<file path="src/rtl/fpdi_pkg.sv">
`default_nettype none
// ============================================================================
// fpdi_pkg - shared types and constants of the parabolic Farrow decimator
// Holds the datapath widths, the group record that travels through the
// queue, and the control group that drives the interpolation lanes.
// ============================================================================
package fpdi_pkg;

  localparam int SAMPLE_W = 16;
  localparam int MU_W     = 16;

  // Group of four samples per channel.
  localparam int GROUP_LEN = 4;

  // Datapath widths: A = x3-x2-x1+x0, B = -x3+3*x2-x1-x0, PA = m*A,
  // P = PA + B*2^MU_W, PM = P*m, Y = x1 + round(PM / 2^(2*MU_W+1)).
  localparam int A_W    = SAMPLE_W + 2;
  localparam int B_W    = SAMPLE_W + 3;
  localparam int PA_W   = A_W + MU_W + 1;
  localparam int P_W    = B_W + MU_W + 1;
  localparam int PM_W   = P_W + MU_W + 1;
  localparam int FRAC_SHIFT = 2 * MU_W + 1;
  localparam int Y_W    = PM_W - FRAC_SHIFT + 1;

  localparam int SAT_MAX = (1 << (SAMPLE_W - 1)) - 1;

  // Adds one half of the final output step before the truncating shift.
  localparam logic signed [PM_W-1:0] ROUND_HALF = PM_W'(1) << (FRAC_SHIFT - 1);

  // Stream payload widths.
  localparam int IN_DATA_W  = 2 * SAMPLE_W + MU_W;
  localparam int OUT_DATA_W = 2 * SAMPLE_W;

  // Queue between the front and back parts.
  localparam int QUEUE_DEPTH = 2;
  localparam int QPTR_W      = $clog2(QUEUE_DEPTH);
  localparam int QCNT_W      = $clog2(QUEUE_DEPTH + 1);

  // One complete group: index 0 is the oldest sample.
  typedef struct packed {
    logic [GROUP_LEN-1:0][SAMPLE_W-1:0] x_i;
    logic [GROUP_LEN-1:0][SAMPLE_W-1:0] x_q;
    logic [MU_W-1:0]                    mu;
  } group_t;

  typedef struct packed {
    logic full;
    logic empty;
  } queue_status_t;

  typedef struct packed {
    logic load;
    logic mul1;
    logic add;
    logic mul2;
  } lane_ctrl_t;

  typedef enum logic [4:0] {
    ST_IDLE = 5'b00001,
    ST_MUL1 = 5'b00010,
    ST_ADD  = 5'b00100,
    ST_MUL2 = 5'b01000,
    ST_OUT  = 5'b10000
  } back_state_e;

endpackage
`default_nettype wire

</file>
<file path="src/rtl/fpdi_front.sv">
`default_nettype none
// ============================================================================
// fpdi_front - input side of the parabolic Farrow decimator
// Accepts complex samples, holds the first three of each group of four and
// pushes the complete group with its mu into the queue on the fourth.
// ============================================================================
module fpdi_front (
  input  wire logic                              clk_i,
  input  wire logic                              rst_ni,
  input  wire logic                              s_axis_tvalid_i,
  output logic                                   s_axis_tready_o,
  // Fields from bit 0 up: sample_i[15:0], sample_q[15:0], frac_offset[15:0].
  input  wire logic [fpdi_pkg::IN_DATA_W-1:0]    s_axis_tdata_i,
  input  wire fpdi_pkg::queue_status_t           q_status_i,
  output logic                                   push_o,
  output fpdi_pkg::group_t                       group_o
);

  logic [1:0] phase_q, phase_d;
  logic [2:0][fpdi_pkg::SAMPLE_W-1:0] held_i_q, held_q_q;
  logic accept;
  logic [fpdi_pkg::SAMPLE_W-1:0] smp_i, smp_q;
  logic [fpdi_pkg::MU_W-1:0]     mu;

  assign smp_i = s_axis_tdata_i[fpdi_pkg::SAMPLE_W-1:0];
  assign smp_q = s_axis_tdata_i[2*fpdi_pkg::SAMPLE_W-1:fpdi_pkg::SAMPLE_W];
  assign mu    = s_axis_tdata_i[fpdi_pkg::IN_DATA_W-1:2*fpdi_pkg::SAMPLE_W];

  // A push only ever happens on an accepted request, so a full queue holds off input.
  assign s_axis_tready_o = !q_status_i.full;
  assign accept          = s_axis_tvalid_i && s_axis_tready_o;
  assign push_o          = accept && (phase_q == 2'd3);
  assign phase_d         = phase_q + 2'd1;

  always_comb begin
    group_o.x_i = {smp_i, held_i_q[2], held_i_q[1], held_i_q[0]};
    group_o.x_q = {smp_q, held_q_q[2], held_q_q[1], held_q_q[0]};
    group_o.mu  = mu;
  end

  always_ff @(posedge clk_i or negedge rst_ni) begin
    if (!rst_ni) begin
      phase_q  <= 2'd0;
      held_i_q <= '0;
      held_q_q <= '0;
    end else if (accept) begin
      phase_q <= phase_d;
      if (phase_q != 2'd3) begin
        held_i_q[phase_q] <= smp_i;
        held_q_q[phase_q] <= smp_q;
      end
    end
  end

endmodule
`default_nettype wire

</file>
<file path="config.mk">
export PLATFORM = sky130hd
export DESIGN_NAME = fpdi_front
export DESIGN_NICKNAME = d
export VERILOG_FILES = /design/src/rtl/fpdi_pkg.sv /design/src/rtl/fpdi_front.sv
export SDC_FILE = /design/constraint.sdc
export NUM_CORES = 1
export LEC_CHECK = 0
export BUFFER_PORTS_ARGS = -buffer_cell sky130_fd_sc_hd__clkbuf_2
export CORE_MARGIN = 1.5
export CORE_UTILIZATION = 51
export CTS_CLUSTER_DIAMETER = 120
export DETAILED_ROUTE_END_ITERATION = 16
export PLACE_DENSITY_LB_ADDON = 0.3
export SLEW_MARGIN = 20
export SYNTH_ARGS = -nofsm -noshare
export SYNTH_HDL_FRONTEND = slang
export SYNTH_SLANG_ARGS = --single-unit
</file>
<file path="constraint.sdc">
create_clock -name clk_i -period 5.1 [get_ports clk_i]
set_input_delay 1.275 -clock clk_i [delete_from_list [all_inputs] [get_ports clk_i]]
set_output_delay 1.275 -clock clk_i [all_outputs]
set_load 0.05 [all_outputs]
</file>
==> results.txt, run 1 <==
----------------------------------------------------
[Timing]
  Relative max-transition margin ... 44.27%
  Final cycle utilization of the critical path ... 66.43%
  Post-Route Setup TNS ... 0 ns
  Number of failing setup endpoints in the final timing report ... 0
  Unrepaired setup endpoints after global routing ... false
  Top achievable clock speed ... 295.2 MHz
  Post-layout minimum cycle time ... 3.388 ns
  Slew Limit Fails ... 0
  Total count of hold-check failures in the final report ... 0
  Final setup skew ... 0.01382 ns
  Worst slew pin tran ... 0.8360 ns

[Cells and area]
  Antenna diode count ... 0
  Relative area change from synthesis to final layout ... 15.54%
  Share of layout cells above drive strength 1 ... 72.73%
  Net count, final ... 448

[Synth]
  Register area share after synthesis ... 53.80%
  Library cells used by synthesis ... 11
  Cell count after synthesis ... 268
  Total standard cell area after synthesis ... 4558 sq um
  Yosys warning count ... 0
  Synthesis-stage register bit count ... 98
  Synthesized area per cell ... 17.01 sq um
  Syn nets ... 325

[Setup path]
  Critical path start-end classification ... in -> out
  Endpoint required time on the critical path ... 3.83 ns
  Reg2Reg Setup Slack ... 3.10 ns
  Delay of the slowest cell on the worst path ... 0.27 ns
  Worst Reg-to-Reg Cells ... 4
  Cells traversed along the worst timing path ... clkbuf_2 > nor2b_1 > and2_1 > clkbuf_2
  Origin of the worst setup path ... q_status_i[1]
  Reg-to-Reg End ... group_o[63]
  Data arrival time of the critical path ... 2.11 ns
  Most common cell on crit path ... sky130_fd_sc_hd__clkbuf_2
  Origin of the critical flop-to-flop path ... phase_q[1]
  Kind of capture point of the worst setup path ... primary output
  Worst setup SP type ... input port
  CP max-delay cell ... sky130_fd_sc_hd__clkbuf_2
  Crit-path max FO ... 5

[Clock network]
  Resized cells post-CTS ... 0
  Worst-case clock buffer depth ... 2
  CTS tree ... built
  Total CTS buffers ... 9
  Count of hold buffers inserted by post-cts repair ... 0
  Clock sink count ... 98
  Number of setup buffers added after CTS ... 0
  Root cell of the clock tree ... sky130_fd_sc_hd__clkbuf_8
  Clock latency on the worst-skew pair ... 0.35 ns
  Maximum level of the CTS H-tree ... 3
  Clock slew at the register clock pins of the worst setup and hold paths ... 0.10 ns

[Route]
  Detail Route Antenna Nets ... 0
  Pre-antenna DRT Iters ... 4
  Iteration-0 DRC Markers ... 53
  Remaining DRCs ... 0
  Avg WL per Cell ... 17.20 microns
  Overall via count from detail_route ... 2494
  Post-detailed-route via-to-cell ratio ... 4.948
  Wire length after detailed routing ... 8.669 mm

[Placement]
  HPWL reported at the end of detailed placement ... 6.019 mm
  Routability congestion estimate ... 0.7193
  I/O Buffers ... 165

[Hold path]
  Worst Hold Depth ... 1
  Worst min-delay path endpoint ... group_o[31]
  Worst min-delay path category ... reg -> reg
  Startpoint of the lowest-slack hold path ... group_o[31]

[Die]
  Vertical extent of the die ... 97.54 microns
  Total Die Area ... 9514 sq um
  Width of the chip ... 97.54 microns
  Std cell rows ... 34
  I/O pins ... 199
  Total core area ... 8678 sq um
  Initial core utilization ... 52.52%

[Global route]
  Total GRT Usage ... 18.83%
  Via count of the first global-routing pass ... 2554
  Pin count of the biggest net entering global routing ... 67
  Number of antenna violations at the first check in global routing ... 0
  Residual overflow from global routing ... 0
  First-pass GRT wire length ... 14.14 mm

[Run]
  Max-capacitance violation count ... 0

[Outcome]
  Outcome ... finished clean

----------------------------------------------------
[metal layers]
layer | GRT usage [%] | wire length (microns)
met1 | 26.02 | 3927
met2 | 29.86 | 4178
met3 | 4.892 | 487
met4 | 4.505 | 75
met5 | 0 | 0
[stage by stage]
stage | cells | utilization, % | setup WS, ns | hold slack [ns] | instance area (sq um)
after floorplan | 268 | - | 1.891 | 0.5340 | 4558
final | 504 | 60.68 | 1.712 | 0.5193 | 5266
after detailed placement | 488 | 58.26 | 1.707 | 0.4912 | 5056
after global placement | 488 | 58.26 | 1.725 | 0.4916 | 5056
after CTS | 504 | 60.68 | 1.703 | 0.5222 | 5266
after global routing | 504 | 60.68 | 1.651 | 0.5348 | 5266
[cell type report]
cell class	instances	area, sq um
multi-input combinational	107	1577
inverter	3	11.26
tap	108	135.1
timing repair buffer	172	880.8
sequential	98	2452
fill	712	3412
clock buffer	10	137.6
clock inverter	6	72.57
[Yosys cell counts]
library cell               instances  area, sq um
sky130_fd_sc_hd__ha_1              4        50.05
sky130_fd_sc_hd__xnor2_1           1        8.760
sky130_fd_sc_hd__and2_1            1        6.260
sky130_fd_sc_hd__mux2_2            7        78.83
sky130_fd_sc_hd__buf_12            9        180.2
sky130_fd_sc_hd__dfrtp_1          98         2452
sky130_fd_sc_hd__mux2_4           90         1351
sky130_fd_sc_hd__nor4bb_1          3        30.03
sky130_fd_sc_hd__buf_4            51        382.9
sky130_fd_sc_hd__inv_1             3        11.26
sky130_fd_sc_hd__nor2b_1           1        6.260
[worst max path at each step]
stage | endpoint | cells after the start
after floorplan | push_o | 2
after CTS | push_o | 4
after detailed placement | push_o | 4
after global placement | push_o | 4
final | push_o | 4
after global routing | push_o | 4
[layout by cell type (no fill, tap or decap)]
cell type / instances
sky130_fd_sc_hd__xnor2_1: 1
sky130_fd_sc_hd__inv_6: 1
sky130_fd_sc_hd__mux2_2: 7
sky130_fd_sc_hd__clkinvlp_4: 3
sky130_fd_sc_hd__ha_1: 4
sky130_fd_sc_hd__and2_1: 1
sky130_fd_sc_hd__bufinv_16: 1
sky130_fd_sc_hd__mux2_4: 90
sky130_fd_sc_hd__clkbuf_8: 10
sky130_fd_sc_hd__dfrtp_1: 98
sky130_fd_sc_hd__inv_8: 1
sky130_fd_sc_hd__nor4bb_4: 3
sky130_fd_sc_hd__nor2b_1: 1
sky130_fd_sc_hd__buf_4: 8
sky130_fd_sc_hd__clkbuf_2: 164
sky130_fd_sc_hd__inv_1: 3
[state kept, by name, summed over array words and instances (netlist names)]
name,count
group_o,96
phase_q,2
[critical path, delay by kind of cell]
family	cells	cell delay (ns)
buffers and inverters	2	0.44
and+or+nand+nor	2	0.40
[cells by family after synthesis]
group	Yosys count	share of synthesized area [%]
AND/OR/NAND/NOR	5	0.9335
XOR/XNOR	1	0.1922
buffers and inverters	63	12.60
flip-flops	98	53.80
multiplexers	97	31.38
adder cells (fa/ha/maj)	4	1.098
Power of run 1 is not shown: default switching activity piles up to over one toggle a cycle in this logic, so the estimate is an artifact.
==> run 2: changes to the inputs <==
--- a/config.mk
+++ b/config.mk
@@ -7,7 +7,7 @@
 export LEC_CHECK = 0
 export BUFFER_PORTS_ARGS = -buffer_cell sky130_fd_sc_hd__clkbuf_2
 export CORE_MARGIN = 1.5
-export CORE_UTILIZATION = 51
+export CORE_UTILIZATION = 48
 export CTS_CLUSTER_DIAMETER = 120
 export DETAILED_ROUTE_END_ITERATION = 16
 export PLACE_DENSITY_LB_ADDON = 0.3
==> constraint.sdc (replaced) <==
create_clock -name clk_i -period 3.4 [get_ports clk_i]
set_input_delay 0.85 -clock clk_i [delete_from_list [all_inputs] [get_ports clk_i]]
set_output_delay 0.85 -clock clk_i [all_outputs]
set_load 0.05 [all_outputs]
==> run 2 against run 1 <==
  * Worst hold slack got worse by 0.031 ns
  * Non-clock buffer count unchanged
  * Critical endpoint unchanged
  * Via count increased by 0.16%
  * Critical path depth unchanged
  * First-iteration DRC count decreased by 23%
  * Clock-buffer cell count did not move
  * Register-to-register slack lost 1.7 ns
  * Wire length decreased by 1.8%
  * Die area up 6.0%
  * Core utilization down 3.4 points
  * Clock skew is essentially flat
==> results.txt, run 2 (synthesis gave the netlist of run 1 again) <==
----------------------------------------------------
[Outcome]
  Outcome ... finished clean

[Placement]
  Routability congestion estimate ... 0.7212 (+0.26%)
  I/O Buffers ... 165 (unchanged)
  HPWL reported at the end of detailed placement ... 5.989 mm (-0.50%)

[Setup path]
  Data arrival time of the critical path ... 1.71 ns (-0.40 ns)
  Crit-path max FO ... 5 (unchanged)
  Kind of capture point of the worst setup path ... primary output
  Worst setup SP type ... input port
  Origin of the critical flop-to-flop path ... phase_q[0]
  Worst Reg-to-Reg Cells ... 4 (unchanged)
  Reg-to-Reg End ... group_o[63]
  Critical path start-end classification ... in -> out
  Reg2Reg Setup Slack ... 1.37 ns (-1.73 ns)
  Endpoint required time on the critical path ... 2.55 ns (-1.28 ns)

[Route]
  Iteration-0 DRC Markers ... 41 (-23%)
  Pre-antenna DRT Iters ... 4 (unchanged)
  Post-detailed-route via-to-cell ratio ... 4.767 (-3.7%)
  Overall via count from detail_route ... 2498 (+0.16%)
  Wire length after detailed routing ... 8.512 mm (-1.8%)
  Detail Route Antenna Nets ... 0 (unchanged)
  Avg WL per Cell ... 16.24 microns (-5.6%)
  Remaining DRCs ... 0 (unchanged)

[Clock network]
  Clock sink count ... 98 (unchanged)
  Worst-case clock buffer depth ... 2 (unchanged)
  Total CTS buffers ... 9 (unchanged)
  Clock slew at the register clock pins of the worst setup and hold paths ... 0.10 ns (about the same)
  Resized cells post-CTS ... 0 (unchanged)
  CTS tree ... built
  Count of hold buffers inserted by post-cts repair ... 0 (unchanged)
  Root cell of the clock tree ... sky130_fd_sc_hd__clkbuf_8
  Maximum level of the CTS H-tree ... 3 (unchanged)
  Number of setup buffers added after CTS ... 0 (unchanged)
  Clock latency on the worst-skew pair ... 0.35 ns (about the same)

[Die]
  Initial core utilization ... 49.33% (-3.2 points)
  Std cell rows ... 35 (+2.9%)
  Width of the chip ... 100.4 microns (+3.0%)
  I/O pins ... 199 (unchanged)
  Total core area ... 9240 sq um (+6.5%)
  Vertical extent of the die ... 100.4 microns (+3.0%)
  Total Die Area ... 10090 sq um (+6.0%)

[Cells and area]
  Total area of multi-input combinational cells ... 1577 sq um (unchanged)
  Number of flip-flops under the largest register name ... 96 (unchanged)
  Commonest cells after routing, fill and taps aside ... 164 x sky130_fd_sc_hd__clkbuf_2, 98 x sky130_fd_sc_hd__dfrtp_1, 90 x sky130_fd_sc_hd__mux2_4, 10 x sky130_fd_sc_hd__clkbuf_8
  Relative area change from synthesis to final layout ... 16.17%
  Most common library cell in the layout ignoring fill and taps ... sky130_fd_sc_hd__clkbuf_2
  Antenna diode count ... 0 (unchanged)
  Share of layout cells above drive strength 1 ... 72.66% (about the same)
  Area taken by flip-flops and latches ... 2452 sq um (unchanged)
  Net count, final ... 448 (unchanged)
  Fillcell total ... 779 (+9.4%)

[Global route]
  Number of antenna violations at the first check in global routing ... 0 (unchanged)
  Via count of the first global-routing pass ... 2504 (-2.0%)
  Total GRT Usage ... 17.57% (-1.3 points)
  First-pass GRT wire length ... 13.72 mm (-2.9%)
  Pin count of the biggest net entering global routing ... 53 (-21%)
  Residual overflow from global routing ... 0 (unchanged)

[Timing]
  Post-layout minimum cycle time ... 2.564 ns
  Final cycle utilization of the critical path ... 75.41%
  Relative max-transition margin ... 59.94% (+16 points)
  Total count of hold-check failures in the final report ... 0 (unchanged)
  Number of failing setup endpoints in the final timing report ... 0 (unchanged)
  Final setup skew ... 0.01422 ns (+0.0003983 ns)
  Slew Limit Fails ... 0 (unchanged)
  Top achievable clock speed ... 390.0 MHz
  Worst slew pin tran ... 0.6009 ns (-0.2350 ns)
  Post-Route Setup TNS ... 0 ns (unchanged)
  Unrepaired setup endpoints after global routing ... false

[Hold path]
  Worst min-delay path category ... in -> async

[Run]
  Max-capacitance violation count ... 0 (unchanged)

----------------------------------------------------
-- run 2: worst max-delay path by stage --
stage | start | to | slack, ns | depth (start not counted)
2_1_floorplan | s_axis_tvalid_i | push_o | 1.04 | 2
3_3_place_gp | q_status_i[1] | push_o | 0.87 | 4
3_5_place_dp | q_status_i[1] | push_o | 0.84 | 4
4_1_cts | q_status_i[1] | push_o | 0.84 | 4
5_1_grt | q_status_i[1] | push_o | 0.80 | 4
6_report | q_status_i[1] | push_o | 0.84 | 4
-- run 2: metrics by stage --
stage	hold slack, ns	utilization (%)	setup slack [ns]	instance area (sq um)	cells
6_report	0.4884	57.31	0.8360	5295	524
5_1_grt	0.5232	57.31	0.7967	5295	524
4_1_cts	0.5012	57.31	0.8370	5295	524
3_5_place_dp	0.4916	55.14	0.8418	5095	509
3_3_place_gp	0.4915	55.14	0.8748	5095	509
2_1_floorplan	0.5340	-	1.041	4558	268
-- run 2: cell type report --
| class | instances | area share [%] |
|---|---|---|
| well taps | 129 | 3.048 |
| flip-flops and latches | 98 | 46.31 |
| multi-input cells | 107 | 29.77 |
| clock buffers | 10 | 2.599 |
| inverters | 3 | 0.2127 |
| repair buffers | 172 | 16.87 |
| clock inverters | 5 | 1.181 |
-- run 2: critical path, stage by stage --
cell	delay [ns]
sky130_fd_sc_hd__clkbuf_2	0.17
sky130_fd_sc_hd__nor2b_1	0.25
sky130_fd_sc_hd__and2_1	0.17
sky130_fd_sc_hd__clkbuf_2	0.27
-- run 2: layer usage --
layer	GRT usage, %	wire [microns]	up-vias
li1	-	-	1113
met1	24.37	3807	1279
met2	27.68	4185	92
met3	3.064	401	14
met4	6.717	117	0
met5	0	0	-
Power of run 2 is left out for the same reason.
==> run 3: changes to the inputs <==
--- a/config.mk
+++ b/config.mk
@@ -5,9 +5,10 @@
 export SDC_FILE = /design/constraint.sdc
 export NUM_CORES = 1
 export LEC_CHECK = 0
+export ABC_AREA = 1
 export BUFFER_PORTS_ARGS = -buffer_cell sky130_fd_sc_hd__clkbuf_2
 export CORE_MARGIN = 1.5
-export CORE_UTILIZATION = 48
+export CORE_UTILIZATION = 43
 export CTS_CLUSTER_DIAMETER = 120
 export DETAILED_ROUTE_END_ITERATION = 16
 export PLACE_DENSITY_LB_ADDON = 0.3
==> constraint.sdc (replaced) <==
create_clock -name clk_i -period 2.1 [get_ports clk_i]
set_input_delay 0.525 -clock clk_i [delete_from_list [all_inputs] [get_ports clk_i]]
set_output_delay 0.525 -clock clk_i [all_outputs]
set_load 0.05 [all_outputs]
==> run 3 against run 2 <==
  * Core utilization shrank 4.3 points
  * Via count grew 51%
  * Final area shrank 0.80%
  * Sequential cell count is the same
  * Worst hold slack lost 0.38 ns
  * Global-route usage grew 3.8 points
  * Non-clock buffer count grew 10
  * Sequential share of layout area grew 0.38 points
  * Die area grew 8.5%
  * Clock skew shrank 0.0085 ns
  * Critical endpoint unchanged
  * Largest cell class unchanged
==> results.txt, run 3 <==
----------------------------------------------------
[Outcome]
  Outcome ... finished clean

[Die]
  Vertical extent of the die ... 104.7 microns (+4.2%)
  Std cell rows ... 36 (+2.9%)
  Total Die Area ... 10950 sq um (+8.5%)
  Width of the chip ... 104.7 microns (+4.2%)
  I/O pins ... 199 (unchanged)
  Initial core utilization ... 44.84% (-4.5 points)
  Total core area ... 9910 sq um (+7.2%)

[Setup path]
  Cells traversed along the worst timing path ... ha_1 > inv_2 > nor3_4 > buf_4
  Kind of capture point of the worst setup path ... primary output
  Buffers plus inverters on the worst setup path ... 2 (unchanged)
  Worst setup SP type ... register
  CP max-delay cell ... sky130_fd_sc_hd__dfrtp_1
  Family with the most delay on the worst path ... buffers and inverters
  Critical path start-end classification ... reg -> out
  Delay of the slowest cell on the worst path ... 0.42 ns (+0.15 ns)
  Reg2Reg Setup Slack ... 0.35 ns (-1.02 ns)
  Crit-path max FO ... 16 (+11)
  Data arrival time of the critical path ... 1.49 ns (-0.22 ns)
  Endpoint required time on the critical path ... 1.57 ns (-0.98 ns)

[Route]
  Remaining DRCs ... 0 (unchanged)
  Pre-antenna DRT Iters ... 4 (unchanged)
  Avg WL per Cell ... 15.45 microns (-4.9%)
  Detail Route Antenna Nets ... 0 (unchanged)
  Post-detailed-route via-to-cell ratio ... 5.124 (+7.5%)
  Overall via count from detail_route ... 3761 (+51%)
  Iteration-0 DRC Markers ... 217 (+430%)
  Wire length after detailed routing ... 11.34 mm (+33%)

[Clock network]
  Clock sink count ... 98 (unchanged)
  Clock latency on the worst-skew pair ... 0.36 ns (about the same)
  Root cell of the clock tree ... sky130_fd_sc_hd__clkbuf_8
  Clock slew at the register clock pins of the worst setup and hold paths ... 0.09 ns (about the same)
  Worst-case clock buffer depth ... 2 (unchanged)
  CTS tree ... built
  Maximum level of the CTS H-tree ... 3 (unchanged)
  Total CTS buffers ... 9 (unchanged)

[Synth]
  Most area-consuming cells after synthesis ... sky130_fd_sc_hd__dfrtp_1 55%, sky130_fd_sc_hd__nand2_1 16%, sky130_fd_sc_hd__nand4_1 14%
  Leading register cell type out of synthesis ... sky130_fd_sc_hd__dfrtp_1
  Yosys top cell area share ... 55.20% (+1.4 points)
  Library cells used by synthesis ... 14 (+3)
  Adder-Cell Fraction of Synth Area ... 1.126% (+0.028 points)
  Top cells by count, synth ... 193 x sky130_fd_sc_hd__nand2_1, 99 x sky130_fd_sc_hd__nand4_1, 98 x sky130_fd_sc_hd__dfrtp_1
  Yosys warning count ... 0 (unchanged)
  Proportion of register bits with asynchronous set or reset after synthesis ... 100.0% (unchanged)
  Syn nets ... 549 (+69%)
  Post-synthesis share of cell area spent on xor and xnor gates ... 0.1971% (+0.0050 points)
  Post-Synth Simple-Gate Area ... 30.61% (+30 points)
  Register area share after synthesis ... 55.20% (+1.4 points)
  Cell type contributing the most total cell area after synthesis ... sky130_fd_sc_hd__dfrtp_1
  Count of flip-flops with a built-in enable after synthesis ... 0 (unchanged)
  Synthesis-stage register bit count ... 98 (unchanged)
  Total standard cell area after synthesis ... 4443 sq um (-2.5%)
  Fraction of synthesized area in multiplexers ... 0% (-31 points)
  Cell count after synthesis ... 492 (+84%)
  Most frequent cell after synthesis ... sky130_fd_sc_hd__nand2_1
  Main combinational cell family by area after synthesis ... simple AND/OR/NAND/NOR gates
  Post-synthesis compound-gate area fraction ... 0.1126% (+0.11 points)
  Synthesized area per cell ... 9.031 sq um (-47%)

[Global route]
  Via count of the first global-routing pass ... 3534 (+41%)
  Pin count of the biggest net entering global routing ... 100 (+89%)
  Total GRT Usage ... 21.35% (+3.8 points)
  Number of antenna violations at the first check in global routing ... 0 (unchanged)
  Residual overflow from global routing ... 0 (unchanged)
  First-pass GRT wire length ... 18.49 mm (+35%)

[Run]
  Max-capacitance violation count ... 0 (unchanged)

[Power]
  Internal portion of total power ... 4.464 mW
  Combinational fraction of design power ... 56.9%
  Highest ir drop seen on vdd ... 0.7797 mV
  Switching component of the power ... 5.858 mW
  Static leakage ... 2.983 nW
  Sequential share of power ... 31.3%
  Pwr dens ... 1965 nW/um^2
  Clock power frac ... 11.8%
  Switching power share of the total ... 56.75%

[Hold path]
  Worst min-delay path category ... in -> async

[Placement]
  I/O Buffers ... 165 (unchanged)
  Pre-CTS setup slack ... 0.3693 ns (-0.4725 ns)
  Cell count after placement ... 717 (+41%)
  HPWL reported at the end of detailed placement ... 7.547 mm (+26%)
  Routability congestion estimate ... 0.7454 (+3.4%)

[Timing]
  Number of failing setup endpoints in the final timing report ... 0 (unchanged)
  Top achievable clock speed ... 495.6 MHz
  Worst slew pin tran ... 0.5390 ns (-0.06192 ns)
  Slew Limit Fails ... 0 (unchanged)
  Final setup skew ... 0.005717 ns (-0.008498 ns)
  Least setup slack across all paths after layout ... 0.08238 ns (-0.7536 ns)
  Relative max-transition margin ... 64.07% (+4.1 points)
  Final cycle utilization of the critical path ... 96.08%
  Post-layout minimum cycle time ... 2.018 ns
  Worst hold slack ... 0.1095 ns (-0.3789 ns)
  Total count of hold-check failures in the final report ... 0 (unchanged)

[Cells and area]
  Share of layout cells above drive strength 1 ... 33.11% (-40 points)
  Net count, final ... 653 (+46%)
  Fillcell total ... 935 (+20%)
  Commonest cells after routing, fill and taps aside ... 193 x sky130_fd_sc_hd__nand2_1, 163 x sky130_fd_sc_hd__clkbuf_2, 99 x sky130_fd_sc_hd__nand4_1, 98 x sky130_fd_sc_hd__dfrtp_1, 17 x sky130_fd_sc_hd__buf_4
  Antenna diode count ... 0 (unchanged)
  Relative area change from synthesis to final layout ... 18.22%
  Most common library cell in the layout ignoring fill and taps ... sky130_fd_sc_hd__nand2_1
  Number of flip-flops under the largest register name ... 96 (unchanged)
  Number of non-filler instances in the completed layout ... 734 (+40%)

----------------------------------------------------
-- run 3: changes by cell type in the layout (fill, tap and decap cells not counted), sizes merged, moves of 3 or more --
cell    change
nand2     +193
nor4bb      -3
buf        +11
mux2       -97
nand4      +99
-- run 3: worst register-to-register path, stage by stage, from the launching register on --
cell,delay [ns]
sky130_fd_sc_hd__dfrtp_1,0.42
sky130_fd_sc_hd__ha_1,0.22
sky130_fd_sc_hd__inv_2,0.23
sky130_fd_sc_hd__buf_4,0.51
sky130_fd_sc_hd__nand4_1,0.20
sky130_fd_sc_hd__nand2_1,0.11
-- run 3: worst paths after layout --
kind                                          from  cells after the start      endpoint
worst min-delay path                        rst_ni                      1  group_o[113]
max in group asynchronous                   rst_ni                      2   group_o[29]
worst max register to register          phase_q[0]                      5   group_o[46]
min in group clk_i              s_axis_tdata_i[22]                      3   group_o[22]
worst min register to register        group_o[122]                      2  group_o[122]
worst max-delay path                    phase_q[0]                      4        push_o
-- run 3: cells by family after synthesis --
group,count (synthesis)
flops,98
simple gates,294
compound gates,1
xor+xnor,1
buf+inv,94
fa+ha+maj,4
-- run 3: final cells by class --
class	count	area, sq um	share of cell area, %
flip-flops and latches	98	2452	46.69
multi-input cells	300	1435	27.32
repair buffers	182	983.4	18.72
well taps	133	166.4	3.168
clock buffers	12	145.1	2.763
clock inverters	4	51.30	0.9767
inverters	5	18.77	0.3573
-- run 3: metrics by stage --
stage | instance area, sq um | TNS [ns] | total power [mW] | utilization [%]
global route | 5253 | -0.003832 | 10.92 | 53.01
global placement | 5046 | 0 | 9.083 | 50.92
floorplan | 4454 | 0 | 7.760 | -
CTS | 5245 | 0 | 10.40 | 52.93
finish | 5253 | 0 | 10.32 | 53.01
detailed placement | 5046 | 0 | 9.167 | 50.92
-- run 3: layer usage --
metal	vias up	part of all wire (%)	routed length [microns]	track usage, %
met2	127	48	5499	34.26
met1	1815	44	5004	28.82
met5	-	0	0	0
li1	1813	-	-	-
met4	0	0.48	55	6.360
met3	6	6.9	781	5.115
-- run 3: power groups by stage --
stage                     logic [mW]  registers, mW  clock network [mW]
after floorplan                 1.60           6.16                   0
after CTS                       5.90           3.24                1.26
final                           5.88           3.23                1.22
after detailed placement        5.90           3.26                   0
after global placement          5.84           3.24                   0
after global routing            6.25           3.33                1.33
-- run 3: what timing repair did --
| item | CTS | global route |
|---|---|---|
| setup buffers | 0 | 1 |
| endpoints found under the setup margin | 1 | 1 |
| gates resized for setup | 1 | 1 |
| hold buffers | 0 | 0 |
Power figures use the tool's default switching activity.
