===== config.mk =====
export PLATFORM = sky130hd
export DESIGN_NAME = fpdi_queue
export DESIGN_NICKNAME = d
export VERILOG_FILES = /design/src/rtl/fpdi_pkg.sv /design/src/rtl/fpdi_queue.sv
export SDC_FILE = /design/constraint.sdc
export NUM_CORES = 1
export LEC_CHECK = 0
export BUFFER_PORTS_ARGS = -buffer_cell sky130_fd_sc_hd__buf_4
export CAP_MARGIN = 20
export CORE_MARGIN = 8
export CORE_UTILIZATION = 47
export DETAILED_ROUTE_END_ITERATION = 6
export MAX_ROUTING_LAYER = met4
export PLACE_DENSITY = 0.76
export SETUP_SLACK_MARGIN = 0.1
export SLEW_MARGIN = 20
export SYNTH_ARGS = -nofsm -noshare
export SYNTH_HDL_FRONTEND = slang
export SYNTH_SLANG_ARGS = --single-unit

===== constraint.sdc =====
create_clock -name clk_i -period 7.7 [get_ports clk_i]
set_clock_uncertainty 0.2 [all_clocks]
set_input_delay 1.155 -clock clk_i [delete_from_list [all_inputs] [get_ports clk_i]]
set_output_delay 1.155 -clock clk_i [all_outputs]
set_load 0.005 [all_outputs]

===== src/rtl/fpdi_pkg.sv =====
`default_nettype none
// ============================================================================
// fpdi_pkg - shared types and constants of the parabolic Farrow decimator
// Holds the datapath widths, the group record that travels through the
// queue, and the control group that drives the interpolation lanes.
// ============================================================================
package fpdi_pkg;

  localparam int SAMPLE_W = 16;
  localparam int MU_W     = 16;

  // Group of four samples per channel.
  localparam int GROUP_LEN = 4;

  // Datapath widths: A = x3-x2-x1+x0, B = -x3+3*x2-x1-x0, PA = m*A,
  // P = PA + B*2^MU_W, PM = P*m, Y = x1 + round(PM / 2^(2*MU_W+1)).
  localparam int A_W    = SAMPLE_W + 2;
  localparam int B_W    = SAMPLE_W + 3;
  localparam int PA_W   = A_W + MU_W + 1;
  localparam int P_W    = B_W + MU_W + 1;
  localparam int PM_W   = P_W + MU_W + 1;
  localparam int FRAC_SHIFT = 2 * MU_W + 1;
  localparam int Y_W    = PM_W - FRAC_SHIFT + 1;

  localparam int SAT_MAX = (1 << (SAMPLE_W - 1)) - 1;

  // Adds one half of the final output step before the truncating shift.
  localparam logic signed [PM_W-1:0] ROUND_HALF = PM_W'(1) << (FRAC_SHIFT - 1);

  // Stream payload widths.
  localparam int IN_DATA_W  = 2 * SAMPLE_W + MU_W;
  localparam int OUT_DATA_W = 2 * SAMPLE_W;

  // Queue between the front and back parts.
  localparam int QUEUE_DEPTH = 2;
  localparam int QPTR_W      = $clog2(QUEUE_DEPTH);
  localparam int QCNT_W      = $clog2(QUEUE_DEPTH + 1);

  // One complete group: index 0 is the oldest sample.
  typedef struct packed {
    logic [GROUP_LEN-1:0][SAMPLE_W-1:0] x_i;
    logic [GROUP_LEN-1:0][SAMPLE_W-1:0] x_q;
    logic [MU_W-1:0]                    mu;
  } group_t;

  typedef struct packed {
    logic full;
    logic empty;
  } queue_status_t;

  typedef struct packed {
    logic load;
    logic mul1;
    logic add;
    logic mul2;
  } lane_ctrl_t;

  typedef enum logic [4:0] {
    ST_IDLE = 5'b00001,
    ST_MUL1 = 5'b00010,
    ST_ADD  = 5'b00100,
    ST_MUL2 = 5'b01000,
    ST_OUT  = 5'b10000
  } back_state_e;

endpackage
`default_nettype wire


===== src/rtl/fpdi_queue.sv =====
`default_nettype none
// ============================================================================
// fpdi_queue - short group queue between front and back
// A small first-in first-out store of complete groups so that the input
// side and the arithmetic side can stall independently.
// ============================================================================
module fpdi_queue (
  input  wire logic                    clk_i,
  input  wire logic                    rst_ni,
  input  wire logic                    push_i,
  input  wire fpdi_pkg::group_t        data_i,
  input  wire logic                    pop_i,
  output fpdi_pkg::group_t             data_o,
  output fpdi_pkg::queue_status_t      status_o
);

  fpdi_pkg::group_t mem_q [fpdi_pkg::QUEUE_DEPTH];
  logic [fpdi_pkg::QPTR_W-1:0] wr_ptr_q, rd_ptr_q;
  logic [fpdi_pkg::QCNT_W-1:0] count_q, count_d;

  assign status_o.full  = (count_q == fpdi_pkg::QCNT_W'(fpdi_pkg::QUEUE_DEPTH));
  assign status_o.empty = (count_q == '0);
  assign data_o         = mem_q[rd_ptr_q];

  always_comb begin
    count_d = count_q;
    if (push_i && !pop_i) begin
      count_d = count_q + fpdi_pkg::QCNT_W'(1);
    end else if (pop_i && !push_i) begin
      count_d = count_q - fpdi_pkg::QCNT_W'(1);
    end
  end

  always_ff @(posedge clk_i) begin
    if (push_i) begin
      mem_q[wr_ptr_q] <= data_i;
    end
  end

  always_ff @(posedge clk_i or negedge rst_ni) begin
    if (!rst_ni) begin
      wr_ptr_q <= '0;
      rd_ptr_q <= '0;
      count_q  <= '0;
    end else begin
      count_q <= count_d;
      if (push_i) begin
        wr_ptr_q <= (wr_ptr_q == fpdi_pkg::QPTR_W'(fpdi_pkg::QUEUE_DEPTH - 1)) ?
                    '0 : wr_ptr_q + fpdi_pkg::QPTR_W'(1);
      end
      if (pop_i) begin
        rd_ptr_q <= (rd_ptr_q == fpdi_pkg::QPTR_W'(fpdi_pkg::QUEUE_DEPTH - 1)) ?
                    '0 : rd_ptr_q + fpdi_pkg::QPTR_W'(1);
      end
    end
  end

endmodule
`default_nettype wire


==> results of run 1 <==
stage by stage:
step                total power, mW  cells  setup WS (ns)
floorplan                      3.08    464           2.15
CTS                            5.10   1078           3.60
global route                   5.25   1078           3.53
finish                         5.02   1078           3.65
global placement               3.74   1031           4.13
detailed placement             3.78   1031           4.05
state kept, by name, summed over array words and instances, names as in the netlist:
name / cells
rd_ptr_q: 1
wr_ptr_q: 1
mem_q: 288
count_q: 2
per-layer routing:
metal | up-vias | share of wire, %
met3 | 47 | 8.3
met2 | 224 | 50
li1 | 2469 | -
met4 | 0 | 3.1
met5 | - | 0
met1 | 2645 | 39
report_power, final:
group | switching [mW] | leakage, nW | internal (mW)
Sequential | 0.106 | 2.75 | 2.12
Combinational | 0.644 | 2.26 | 0.855
Clock | 0.524 | 0.434 | 0.771
Total | 1.27 | 5.45 | 3.74
critical path, stage by stage, from the launching register on:
cell and delay, ns:
dfrtp_4 0.72, buf_4 0.79, mux2_2 0.42, buf_4 0.13
how the worst max path moves through the flow:
stage / start / endpoint
final: rd_ptr_q$_DFFE_PN0P_ / data_o[129]
after global routing: rd_ptr_q$_DFFE_PN0P_ / data_o[128]
after CTS: rd_ptr_q$_DFFE_PN0P_ / data_o[38]
after detailed placement: push_i / mem_q[1][4]$_DFFE_PP_
after global placement: push_i / mem_q[1][7]$_DFFE_PP_
after floorplan: push_i / mem_q[0][0]$_DFFE_PP_
layout by cell type (no fill, tap or decap), drive strengths merged:
cell type / instances
xor2: 4
mux2: 144
clkinv: 5
bufinv: 1
edfxtp: 288
and2: 1
dfrtp: 4
nor2: 2
clkbuf: 41
xnor2: 1
ha: 1
nor2b: 2
inv: 1
buf: 298
layout make-up:
type | instances | share of cell area [%]
well taps | 285 | 2.52
multi-input cells | 155 | 13.5
clock buffers | 41 | 5.88
repair buffers | 298 | 15.8
flip-flops and latches | 292 | 61.9
inverters | 1 | 0.0266
clock inverters | 6 | 0.363
kinds of logic (layout without fill, tap and decap cells):
logic type               count (synthesis)  count (layout)
flip-flops                             292             292
multiplexers                           144             144
buffers and inverters                   17             346
XOR/XNOR                                 5               5
AND/OR/NAND/NOR                          5               5
adder cells (fa/ha/maj)                  1               1
==> flow_summary.html, run 1 <==
<table>
<tr><th>Metric</th><th>Value</th></tr>
<tr><th colspan="2">Place</th></tr>
<tr><td>HPWL Detailed</td><td>15.2 mm</td></tr>
<tr><td>Placed Instance Area</td><td>between 10000 and 15000 um2</td></tr>
<tr><td>Placer congestion estimate</td><td>0.767</td></tr>
<tr><td>Count of input and output buffers</td><td>293</td></tr>
<tr><th colspan="2">Yosys</th></tr>
<tr><td>Synthesized instance count</td><td>around 460</td></tr>
<tr><td>Adder and majority cell fraction of the synthesized area</td><td>0.116%</td></tr>
<tr><td>Share of the synthesized area in compound gates (AO/OA/AOI/OAI)</td><td>0%</td></tr>
<tr><td>Share of synthesized cell area in and, or, nand and nor gates</td><td>0.244%</td></tr>
<tr><td>Dominant register cell in the synthesized netlist</td><td>edfxtp_1</td></tr>
<tr><td>Count of flip-flops with a built-in enable after synthesis</td><td>288</td></tr>
<tr><td>Area of the mapped netlist</td><td>roughly 11000 um2</td></tr>
<tr><td>Area share of the largest cell type after synthesis</td><td>80.3%</td></tr>
<tr><td>Post-synthesis sequential element count</td><td>292</td></tr>
<tr><td>Top post-synthesis cells by count</td><td>edfxtp_1 (288), mux2_2 (94), mux2_4 (50)</td></tr>
<tr><td>Fraction of registers with async set or reset after synthesis</td><td>1.37%</td></tr>
<tr><td>Dominant cell type by area after synthesis</td><td>edfxtp_1</td></tr>
<tr><td>Sequential cell area fraction in the yosys report</td><td>81.2%</td></tr>
<tr><td>Syn Nets</td><td>613</td></tr>
<tr><td>Library cell with the highest instance count after synthesis</td><td>edfxtp_1</td></tr>
<tr><td>Total of warnings raised by yosys</td><td>0</td></tr>
<tr><td>Main combinational cell family by area after synthesis</td><td>multiplexers</td></tr>
<tr><td>Share of synthesized area spent on multiplexers</td><td>16.8%</td></tr>
<tr><td>Mapped Avg Cell Area</td><td>roughly 23 um2</td></tr>
<tr><td>Synth Area in XOR/XNOR</td><td>0.407%</td></tr>
<tr><td>Cell variety after synth</td><td>13</td></tr>
<tr><td>Dominant cells by area after synthesis</td><td>edfxtp_1 (80%), mux2_2 (9.8%), mux2_4 (7.0%)</td></tr>
<tr><th colspan="2">STA</th></tr>
<tr><td>Worst hold margin</td><td>roughly 0.22 ns</td></tr>
<tr><td>Number of failing setup endpoints in the final timing report</td><td>0</td></tr>
<tr><td>Actual slew at the worst max-slew pin</td><td>1.06 ns</td></tr>
<tr><td>Setup tns final</td><td>0 ns</td></tr>
<tr><td>Endpoints failing hold</td><td>0</td></tr>
<tr><td>Headroom to the max-slew limit</td><td>between 20% and 30%</td></tr>
<tr><td>Final critical delay including setup and external delays</td><td>4.05 ns</td></tr>
<tr><td>Share of the clock period used by the worst path after layout</td><td>52.6%</td></tr>
<tr><td>Top achievable clock speed</td><td>~0.25 GHz</td></tr>
<tr><td>Unrepaired setup endpoints after global routing</td><td>false</td></tr>
<tr><td>Max-slew violation count</td><td>0</td></tr>
<tr><th colspan="2">Global route</th></tr>
<tr><td>Overflow after GRT</td><td>0</td></tr>
<tr><td>Met2 usage</td><td>a little over a quarter</td></tr>
<tr><td>Overall fraction of global-route tracks in use</td><td>15.5%</td></tr>
<tr><td>Vias in the first global route</td><td>6045</td></tr>
<tr><td>Largest net degree at the start of global routing</td><td>80</td></tr>
<tr><td>Met1 Track Usage GR</td><td>17.3%</td></tr>
<tr><td>Grt peak-use layer</td><td>met2</td></tr>
<tr><td>Number of antenna violations at the first check in global routing</td><td>0</td></tr>
<tr><td>First-pass GRT wire length</td><td>around 33 mm</td></tr>
<tr><td>Met3 GRT Util</td><td>5.06%</td></tr>
<tr><th colspan="2">Clock tree</th></tr>
<tr><td>Root cell of the clock tree</td><td>clkbuf_16</td></tr>
<tr><td>Clock-pin transition on the worst setup and hold timing paths</td><td>0.06 ns</td></tr>
<tr><td>Count of hold buffers inserted by post-cts repair</td><td>0</td></tr>
<tr><td>Buffer count from post-CTS setup fixing</td><td>0</td></tr>
<tr><td>Clock latency of the later-clocked register in the worst-skew pair</td><td>0.52 ns</td></tr>
<tr><td>Clock sink count</td><td>between 200 and 300</td></tr>
<tr><td>Number of buffers inserted during clock tree synthesis</td><td>29</td></tr>
<tr><td>Clock tree from TritonCTS</td><td>yes</td></tr>
<tr><td>Number of H-tree levels</td><td>1</td></tr>
<tr><td>Clk buf depth</td><td>3</td></tr>
<tr><td>Number of gates resized after cts</td><td>0</td></tr>
<tr><th colspan="2">Detailed routing</th></tr>
<tr><td>Number of violations reported at the end of detailed-routing iteration 0</td><td>278</td></tr>
<tr><td>DRC Markers</td><td>0</td></tr>
<tr><td>Number of optimization iterations in the first detailed-route pass</td><td>5</td></tr>
<tr><td>DR vias</td><td>5385</td></tr>
<tr><td>Antenna-violating nets left</td><td>0</td></tr>
<tr><td>Average wire per cell in the routed design</td><td>20.4 um</td></tr>
<tr><td>Final wirelength</td><td>between 20 and 25 mm</td></tr>
<tr><td>Vias/cell</td><td>5.00</td></tr>
<tr><th colspan="2">Critical path</th></tr>
<tr><td>Maximum net fanout on the critical path</td><td>58</td></tr>
<tr><td>Category of the worst setup path launch point</td><td>register</td></tr>
<tr><td>Critical path required time</td><td>6.34 ns</td></tr>
<tr><td>Worst reg2reg path depth</td><td>2</td></tr>
<tr><td>Element type at the critical path end</td><td>primary output</td></tr>
<tr><td>Capturing point of the worst reg2reg path</td><td>mem_q[1][13]$_DFFE_PP_</td></tr>
<tr><td>Category of the critical setup timing path</td><td>register to primary output</td></tr>
<tr><td>Worst path arrival time</td><td>2.69 ns</td></tr>
<tr><td>Setup slack on the worst flop-to-flop path</td><td>4.93 ns</td></tr>
<tr><td>FF-to-FF Start</td><td>wr_ptr_q$_DFFE_PN0P_</td></tr>
<tr><th colspan="2">Floorplanning</th></tr>
<tr><td>Vertical die dimension</td><td>roughly 170 um</td></tr>
<tr><td>Die W</td><td>167 um</td></tr>
<tr><td>Placement row count</td><td>55</td></tr>
<tr><td>I/O pin count</td><td>294</td></tr>
<tr><td>Effective utilization at floorplan</td><td>between 40% and 50%</td></tr>
<tr><td>Die Footprint</td><td>28000 um2</td></tr>
<tr><td>Core footprint</td><td>approximately 23000 um2</td></tr>
<tr><th colspan="2">Job</th></tr>
<tr><td>Max cap viols</td><td>0</td></tr>
<tr><th colspan="2">Power</th></tr>
<tr><td>Leakage power figure</td><td>5.45 nW</td></tr>
<tr><td>PD cells</td><td>355 nW/um2</td></tr>
<tr><td>Worst ir drop on vdd</td><td>0.000250 V</td></tr>
<tr><th colspan="2">Finish</th></tr>
<tr><td>Util after Layout</td><td>62.6%</td></tr>
<tr><td>Count of nets after finishing</td><td>between 900 and 1000</td></tr>
<tr><td>Area of combinational cells with multiple inputs</td><td>1900 um2</td></tr>
<tr><td>Diodes inserted</td><td>0</td></tr>
<tr><td>Growth of design area from synthesis to finish</td><td>31.3%</td></tr>
<tr><td>Fraction of final layout cells with drive strength greater than 1</td><td>between 60% and 70%</td></tr>
<tr><td>Post-route standard cell area excluding fillers</td><td>14100 um2</td></tr>
<tr><td>Storage element area</td><td>8750 um2</td></tr>
<tr><td>Number of fill cells</td><td>1591</td></tr>
<tr><th colspan="2">Hold path</th></tr>
<tr><td>Classification of the worst-slack hold path</td><td>input port to async pin</td></tr>
<tr><th colspan="2">Run status</th></tr>
<tr><td>Result of the run</td><td>complete, no violations</td></tr>
</table>
No activity file was read; power rests on OpenSTA's default activity.
==> run 2, diff against run 1 <==
Settings changed: CORE_UTILIZATION 47 to 52, PLACE_DENSITY 0.76 to 0.79.
Clock period 7.7 ns to 3.99 ns, I/O delays scaled along.
==> run 2 against run 1 <==
Net effect:
- sequential share of layout area down 0.70 points
- die area is 8.7% lower
- combinational power increased by 95%
- clock power up 110%
- non-clock buffer count grew 6
- final area is 1.1% higher
- total power grew 99%
- final cell count decreased by 0.19%
- via count grew 2.5%
- count of clock-buffer cells in the layout shrank 10
==> flow_summary.html, run 2 (synthesized netlist as in run 1, its figures left out) <==
<table>
<tr><th>Metric</th><th>Value</th></tr>
<tr><th colspan="2">Run status</th></tr>
<tr><td>Result of the run</td><td>complete, no violations</td></tr>
<tr><th colspan="2">Detailed routing</th></tr>
<tr><td>Final wirelength</td><td>23.8 mm</td></tr>
<tr><td>DRC Markers</td><td>0</td></tr>
<tr><td>Antenna-violating nets left</td><td>0</td></tr>
<tr><td>Number of violations reported at the end of detailed-routing iteration 0</td><td>314</td></tr>
<tr><td>Vias/cell</td><td>5.13</td></tr>
<tr><td>DR vias</td><td>5519</td></tr>
<tr><td>Average wire per cell in the routed design</td><td>between 20 and 25 um</td></tr>
<tr><td>Number of optimization iterations in the first detailed-route pass</td><td>4</td></tr>
<tr><th colspan="2">Finish</th></tr>
<tr><td>Number of fill cells</td><td>1243</td></tr>
<tr><td>Diodes inserted</td><td>0</td></tr>
<tr><td>Number of non-filler instances in the completed layout</td><td>around 1100</td></tr>
<tr><td>Util after Layout</td><td>70.4%</td></tr>
<tr><td>Commonest non-fill, non-tap cells in the layout</td><td>buf_4 (298), edfxtp_1 (288), mux2_2 (94), mux2_4 (50), clkbuf_16 (29)</td></tr>
<tr><td>Post-route standard cell area excluding fillers</td><td>14300 um2</td></tr>
<tr><td>Register with the most flip-flops</td><td>mem_q</td></tr>
<tr><td>Biggest registers after layout</td><td>mem_q (288), count_q (2)</td></tr>
<tr><td>Storage element area</td><td>8750 um2</td></tr>
<tr><td>Largest register FFs</td><td>~290</td></tr>
<tr><td>Growth of design area from synthesis to finish</td><td>32.8%</td></tr>
<tr><td>Most frequent standard cell in the layout excluding fill and tap cells</td><td>buf_4</td></tr>
<tr><td>Fraction of final layout cells with drive strength greater than 1</td><td>61.5%</td></tr>
<tr><td>Area of combinational cells with multiple inputs</td><td>between 1500 and 2000 um2</td></tr>
<tr><td>Count of nets after finishing</td><td>~930</td></tr>
<tr><th colspan="2">Clock tree</th></tr>
<tr><td>Root cell of the clock tree</td><td>clkbuf_16</td></tr>
<tr><td>Buffer count from post-CTS setup fixing</td><td>0</td></tr>
<tr><td>Count of hold buffers inserted by post-cts repair</td><td>1</td></tr>
<tr><td>Number of buffers inserted during clock tree synthesis</td><td>29</td></tr>
<tr><td>Clock sink count</td><td>292</td></tr>
<tr><td>Number of H-tree levels</td><td>1</td></tr>
<tr><td>Clock-pin transition on the worst setup and hold timing paths</td><td>0.06 ns</td></tr>
<tr><td>Clock tree from TritonCTS</td><td>yes</td></tr>
<tr><td>Number of gates resized after cts</td><td>0</td></tr>
<tr><td>Clk buf depth</td><td>3</td></tr>
<tr><td>Clock latency of the later-clocked register in the worst-skew pair</td><td>0.52 ns</td></tr>
<tr><th colspan="2">STA</th></tr>
<tr><td>Final critical delay including setup and external delays</td><td>~3.2 ns</td></tr>
<tr><td>Share of the clock period used by the worst path after layout</td><td>approximately four fifths</td></tr>
<tr><td>Setup tns final</td><td>0 ns</td></tr>
<tr><td>Max-slew violation count</td><td>0</td></tr>
<tr><td>Worst hold margin</td><td>0.0536 ns</td></tr>
<tr><td>Number of failing setup endpoints in the final timing report</td><td>0</td></tr>
<tr><td>Endpoints failing hold</td><td>0</td></tr>
<tr><td>Unrepaired setup endpoints after global routing</td><td>false</td></tr>
<tr><td>Headroom to the max-slew limit</td><td>37.3%</td></tr>
<tr><td>Actual slew at the worst max-slew pin</td><td>0.940 ns</td></tr>
<tr><td>Worst Slack Setup Final</td><td>0.741 ns</td></tr>
<tr><td>Top achievable clock speed</td><td>0.308 GHz</td></tr>
<tr><th colspan="2">Global route</th></tr>
<tr><td>Met2 usage</td><td>between 30% and 40%</td></tr>
<tr><td>Overall fraction of global-route tracks in use</td><td>18.3%</td></tr>
<tr><td>Largest net degree at the start of global routing</td><td>95</td></tr>
<tr><td>First-pass GRT wire length</td><td>35.3 mm</td></tr>
<tr><td>Met1 Track Usage GR</td><td>19.5%</td></tr>
<tr><td>Vias in the first global route</td><td>approximately 6200</td></tr>
<tr><td>Overflow after GRT</td><td>0</td></tr>
<tr><td>Met3 GRT Util</td><td>6.40%</td></tr>
<tr><td>Number of antenna violations at the first check in global routing</td><td>0</td></tr>
<tr><td>Grt peak-use layer</td><td>met2</td></tr>
<tr><th colspan="2">Critical path</th></tr>
<tr><td>Element type at the critical path end</td><td>primary output</td></tr>
<tr><td>Critical path required time</td><td>3.19 ns</td></tr>
<tr><td>Maximum net fanout on the critical path</td><td>55</td></tr>
<tr><td>Worst path arrival time</td><td>2.45 ns</td></tr>
<tr><td>Category of the worst setup path launch point</td><td>register</td></tr>
<tr><td>Category of the critical setup timing path</td><td>register to primary output</td></tr>
<tr><th colspan="2">Place</th></tr>
<tr><td>Placed Instance Area</td><td>13300 um2</td></tr>
<tr><td>HPWL Detailed</td><td>between 15 and 20 mm</td></tr>
<tr><td>Worst setup slack after placement</td><td>1.27 ns</td></tr>
<tr><td>Count of input and output buffers</td><td>293</td></tr>
<tr><td>Cell total after placement</td><td>1021</td></tr>
<tr><td>Placer congestion estimate</td><td>0.784</td></tr>
<tr><th colspan="2">Floorplanning</th></tr>
<tr><td>Effective utilization at floorplan</td><td>53.0%</td></tr>
<tr><td>Die W</td><td>160 um</td></tr>
<tr><td>Vertical die dimension</td><td>160 um</td></tr>
<tr><td>Placement row count</td><td>52</td></tr>
<tr><td>I/O pin count</td><td>294</td></tr>
<tr><td>Die Footprint</td><td>about 26000 um2</td></tr>
<tr><td>Core footprint</td><td>20300 um2</td></tr>
<tr><th colspan="2">Power</th></tr>
<tr><td>Total power after layout</td><td>~10 mW</td></tr>
<tr><td>Leakage power figure</td><td>5.53 nW</td></tr>
<tr><td>Worst ir drop on vdd</td><td>0.000417 V</td></tr>
<tr><td>PD cells</td><td>697 nW/um2</td></tr>
<tr><th colspan="2">Hold path</th></tr>
<tr><td>Classification of the worst-slack hold path</td><td>input port to register</td></tr>
<tr><th colspan="2">Job</th></tr>
<tr><td>Max cap viols</td><td>0</td></tr>
</table>
[run 2: cell count changes in the layout (fill, tap and decap cells not counted)]
| cell | previous run | this run |
|---|---|---|
| inv_6 | 0 | 1 |
| clkbuf_8 | 6 | 0 |
| clkinv_2 | 2 | 9 |
| buf_12 | 0 | 5 |
| clkinv_1 | 3 | 6 |
| clkinvlp_4 | 0 | 3 |
| dlygate4sd3_1 | 0 | 1 |
| clkbuf_1 | 6 | 2 |
| bufinv_16 | 1 | 4 |
[run 2: worst paths after layout]
check | from | depth (start not counted) | slack [ns] | to
max reg2reg | wr_ptr_q$_DFFE_PN0P_ | 2 | 1.92 | mem_q[0][71]$_DFFE_PP_
max | rd_ptr_q$_DFFE_PN0P_ | 3 | 0.74 | data_o[24]
min in group asynchronous | rst_ni | 2 | 0.22 | count_q[0]$_DFFE_PN0P_
min | data_i[67] | 1 | 0.05 | mem_q[1][67]$_DFFE_PP_
min reg2reg | count_q[1]$_DFFE_PN0P_ | 1 | 0.30 | count_q[1]$_DFFE_PN0P_
max in group asynchronous | rst_ni | 2 | 3.25 | rd_ptr_q$_DFFE_PN0P_
[run 2: report_power, final]
group,internal [mW],switching (mW),leakage [nW]
clock network,1.59,1.09,0.466
logic,1.72,1.20,2.31
registers,4.07,0.295,2.75
[run 2: critical path, cell delays in order (launching register included)]
cell and delay [ns]:
dfrtp_4 1.02, buf_4 0.35, mux2_2 0.36, buf_4 0.14
[run 2: per-layer routing]
layer | wire [um] | share of wire, %
met2 | 12100 | 51
met5 | 0 | 0
met1 | 8930 | 38
met3 | 2190 | 9.2
met4 | 578 | 2.4
[run 2: cell type report]
cell class,count,share of cell area (%)
clock buffer,31,5.13
clock inverter,23,1.53
inverter,1,0.0263
multi-input combinational,155,13.3
sequential,292,61.2
tap,270,2.36
timing repair buffer,304,16.4
==> run 3, diff against run 2 <==
Settings changed: CORE_UTILIZATION 52 to 47, PLACE_DENSITY 0.79 to 0.76.
Clock period 3.99 ns to 2.6 ns, I/O delays scaled along.
==> run 3 against run 2 <==
Net effect:
- sequential share of layout area fell by 5.9 points
- hold slack improved by 0.26 ns
- largest power group unchanged
- sequential cell count did not move
- final area rose by 11%
- via count rose by 12%
==> flow_summary.html, run 3 (synthesized netlist as in run 1, its figures left out) <==
<table>
<tr><th>Metric</th><th>Value</th></tr>
<tr><th colspan="2">Clock tree</th></tr>
<tr><td>Number of buffers inserted during clock tree synthesis</td><td>30</td></tr>
<tr><td>Clock latency of the later-clocked register in the worst-skew pair</td><td>0.52 ns</td></tr>
<tr><td>Clk buf depth</td><td>3</td></tr>
<tr><td>Clock sink count</td><td>between 200 and 300</td></tr>
<tr><td>Number of H-tree levels</td><td>1</td></tr>
<tr><td>Root cell of the clock tree</td><td>clkbuf_16</td></tr>
<tr><td>Clock-pin transition on the worst setup and hold timing paths</td><td>0.06 ns</td></tr>
<tr><td>Clock tree from TritonCTS</td><td>yes</td></tr>
<tr><th colspan="2">Critical path</th></tr>
<tr><td>Worst path arrival time</td><td>1.94 ns</td></tr>
<tr><td>Capturing point of the worst reg2reg path</td><td>mem_q[1][29]$_DFFE_PP_</td></tr>
<tr><td>Crit-path slowest cell</td><td>dfrtp_4</td></tr>
<tr><td>Maximum net fanout on the critical path</td><td>55</td></tr>
<tr><td>Element type at the critical path end</td><td>primary output</td></tr>
<tr><td>Category of the critical setup timing path</td><td>register to primary output</td></tr>
<tr><td>Critical path required time</td><td>~2 ns</td></tr>
<tr><td>Worst reg2reg path depth</td><td>2</td></tr>
<tr><td>Setup slack on the worst flop-to-flop path</td><td>about 0.97 ns</td></tr>
<tr><td>FF-to-FF Start</td><td>wr_ptr_q$_DFFE_PN0P_</td></tr>
<tr><td>CP peak stage delay</td><td>0.53 ns</td></tr>
<tr><td>Dominant delay contributor by cell family on the critical path</td><td>flip-flops</td></tr>
<tr><td>Sum of buffers and inverters on the critical path</td><td>2</td></tr>
<tr><td>Category of the worst setup path launch point</td><td>register</td></tr>
<tr><td>Worst path cell trace</td><td>buf_16 -&gt; mux2_2 -&gt; buf_4</td></tr>
<tr><th colspan="2">Place</th></tr>
<tr><td>Count of input and output buffers</td><td>293</td></tr>
<tr><td>HPWL Detailed</td><td>approximately 16 mm</td></tr>
<tr><td>Worst setup slack after placement</td><td>roughly 0.53 ns</td></tr>
<tr><td>Placer congestion estimate</td><td>0.790</td></tr>
<tr><td>Cell total after placement</td><td>1033</td></tr>
<tr><td>Placed Instance Area</td><td>13400 um2</td></tr>
<tr><th colspan="2">Floorplanning</th></tr>
<tr><td>Die W</td><td>167 um</td></tr>
<tr><td>Die Footprint</td><td>28000 um2</td></tr>
<tr><td>Effective utilization at floorplan</td><td>about 48%</td></tr>
<tr><td>I/O pin count</td><td>just under 300</td></tr>
<tr><td>Core footprint</td><td>22600 um2</td></tr>
<tr><td>Vertical die dimension</td><td>167 um</td></tr>
<tr><td>Placement row count</td><td>55</td></tr>
<tr><th colspan="2">STA</th></tr>
<tr><td>Endpoints failing hold</td><td>0</td></tr>
<tr><td>Max-slew violation count</td><td>0</td></tr>
<tr><td>Worst Slack Setup Final</td><td>0.0724 ns</td></tr>
<tr><td>Actual slew at the worst max-slew pin</td><td>0.499 ns</td></tr>
<tr><td>Final critical delay including setup and external delays</td><td>between 2 and 3 ns</td></tr>
<tr><td>Share of the clock period used by the worst path after layout</td><td>a little over nine tenths</td></tr>
<tr><td>Headroom to the max-slew limit</td><td>between 60% and 70%</td></tr>
<tr><td>Top achievable clock speed</td><td>~0.40 GHz</td></tr>
<tr><td>Unrepaired setup endpoints after global routing</td><td>true</td></tr>
<tr><td>Setup tns final</td><td>0 ns</td></tr>
<tr><td>Worst hold margin</td><td>0.317 ns</td></tr>
<tr><td>Number of failing setup endpoints in the final timing report</td><td>0</td></tr>
<tr><th colspan="2">Global route</th></tr>
<tr><td>Largest net degree at the start of global routing</td><td>83</td></tr>
<tr><td>First-pass GRT wire length</td><td>39.2 mm</td></tr>
<tr><td>Vias in the first global route</td><td>6992</td></tr>
<tr><td>Overflow after GRT</td><td>0</td></tr>
<tr><td>Overall fraction of global-route tracks in use</td><td>18.2%</td></tr>
<tr><td>Number of antenna violations at the first check in global routing</td><td>1</td></tr>
<tr><th colspan="2">Finish</th></tr>
<tr><td>Register with the most flip-flops</td><td>mem_q</td></tr>
<tr><td>Number of fill cells</td><td>approximately 1300</td></tr>
<tr><td>Largest register FFs</td><td>around 290</td></tr>
<tr><td>Biggest registers after layout</td><td>mem_q (288), count_q (2)</td></tr>
<tr><td>Number of non-filler instances in the completed layout</td><td>1239</td></tr>
<tr><td>Post-route standard cell area excluding fillers</td><td>15800 um2</td></tr>
<tr><td>Most frequent standard cell in the layout excluding fill and tap cells</td><td>buf_4</td></tr>
<tr><td>Commonest non-fill, non-tap cells in the layout</td><td>buf_4 (294), edfxtp_1 (288), dlygate4sd3_1 (148), mux2_2 (94), mux2_4 (50)</td></tr>
<tr><td>Count of nets after finishing</td><td>1078</td></tr>
<tr><td>Fraction of final layout cells with drive strength greater than 1</td><td>51.6%</td></tr>
<tr><td>Growth of design area from synthesis to finish</td><td>46.8%</td></tr>
<tr><td>Util after Layout</td><td>70.0%</td></tr>
<tr><th colspan="2">Power</th></tr>
<tr><td>Leakage power figure</td><td>6.15 nW</td></tr>
<tr><td>Worst ir drop on vdd</td><td>about 0.00062 V</td></tr>
<tr><td>Total power after layout</td><td>between 15 and 20 mW</td></tr>
<tr><td>PD cells</td><td>982 nW/um2</td></tr>
<tr><th colspan="2">Detailed routing</th></tr>
<tr><td>DRC Markers</td><td>0</td></tr>
<tr><td>Number of violations reported at the end of detailed-routing iteration 0</td><td>392</td></tr>
<tr><td>Average wire per cell in the routed design</td><td>roughly 21 um</td></tr>
<tr><td>Vias/cell</td><td>4.97</td></tr>
<tr><td>DR vias</td><td>6155</td></tr>
<tr><td>Final wirelength</td><td>25.6 mm</td></tr>
<tr><td>Antenna-violating nets left</td><td>0</td></tr>
<tr><td>Number of optimization iterations in the first detailed-route pass</td><td>4</td></tr>
<tr><th colspan="2">Run status</th></tr>
<tr><td>Result of the run</td><td>complete, no violations</td></tr>
<tr><th colspan="2">Hold path</th></tr>
<tr><td>Classification of the worst-slack hold path</td><td>register to register</td></tr>
<tr><td>Count of cells along the worst hold path</td><td>1</td></tr>
<tr><td>Sink of the worst hold path</td><td>count_q[1]$_DFFE_PN0P_</td></tr>
<tr><td>Source of the worst hold timing path</td><td>count_q[1]$_DFFE_PN0P_</td></tr>
<tr><th colspan="2">Job</th></tr>
<tr><td>Max cap viols</td><td>0</td></tr>
</table>
run 3: worst max path at each step:
stage	slack [ns]	startpoint	endpoint	depth (start not counted)
4_1_cts	0.07	rd_ptr_q$_DFFE_PN0P_	data_o[121]	3
2_1_floorplan	-0.58	push_i	mem_q[0][0]$_DFFE_PP_	1
6_report	0.07	rd_ptr_q$_DFFE_PN0P_	data_o[121]	3
5_1_grt	0.02	rd_ptr_q$_DFFE_PN0P_	data_o[59]	3
3_3_place_gp	0.54	rd_ptr_q$_DFFE_PN0P_	data_o[2]	3
3_5_place_dp	0.53	rd_ptr_q$_DFFE_PN0P_	data_o[121]	3
run 3: final cells by class:
cell class | instances | area (um2) | share of cell area (%)
Tap cell | 285 | 357 | 2.26
Clock inverter | 15 | 104 | 0.657
Antenna cell | 1 | 2.50 | 0.0158
Clock buffer | 41 | 843 | 5.33
Sequential cell | 292 | 8750 | 55.4
Inverter | 1 | 3.75 | 0.0237
Timing Repair Buffer | 449 | 3840 | 24.3
Multi-Input combinational cell | 155 | 1900 | 12.0
run 3: timing repair:
action,4_1_cts,5_1_grt
hold buffers,148,0
buffers inserted,1,0
endpoints found under the setup margin,130,76
resized for setup,2,0
endpoints found under the hold margin,294,0
pin swaps,0,0
run 3: worst reg2reg max path: cells and delay by family (launching register included):
| family | cells | cell delay [ns] |
|---|---|---|
| buf+inv | 1 | 0.34 |
| flops | 1 | 0.42 |
| simple gates | 1 | 0.20 |
run 3: layer usage:
metal | vias to the layer above | share of wire, % | GRT usage, % | routed length (um)
li1 | 2778 | - | - | -
met3 | 53 | 7.8 | 4.40 | 2000
met4 | 0 | 2.2 | 4.77 | 556
met5 | - | 0 | - | 0
met1 | 3022 | 37 | 19.9 | 9530
met2 | 302 | 53 | 32.8 | 13500
run 3: report_power, final:
part,internal (mW),switching [mW]
logic,2.82,2.15
registers,6.25,0.274
clock network,2.36,1.67
total,11.4,4.09
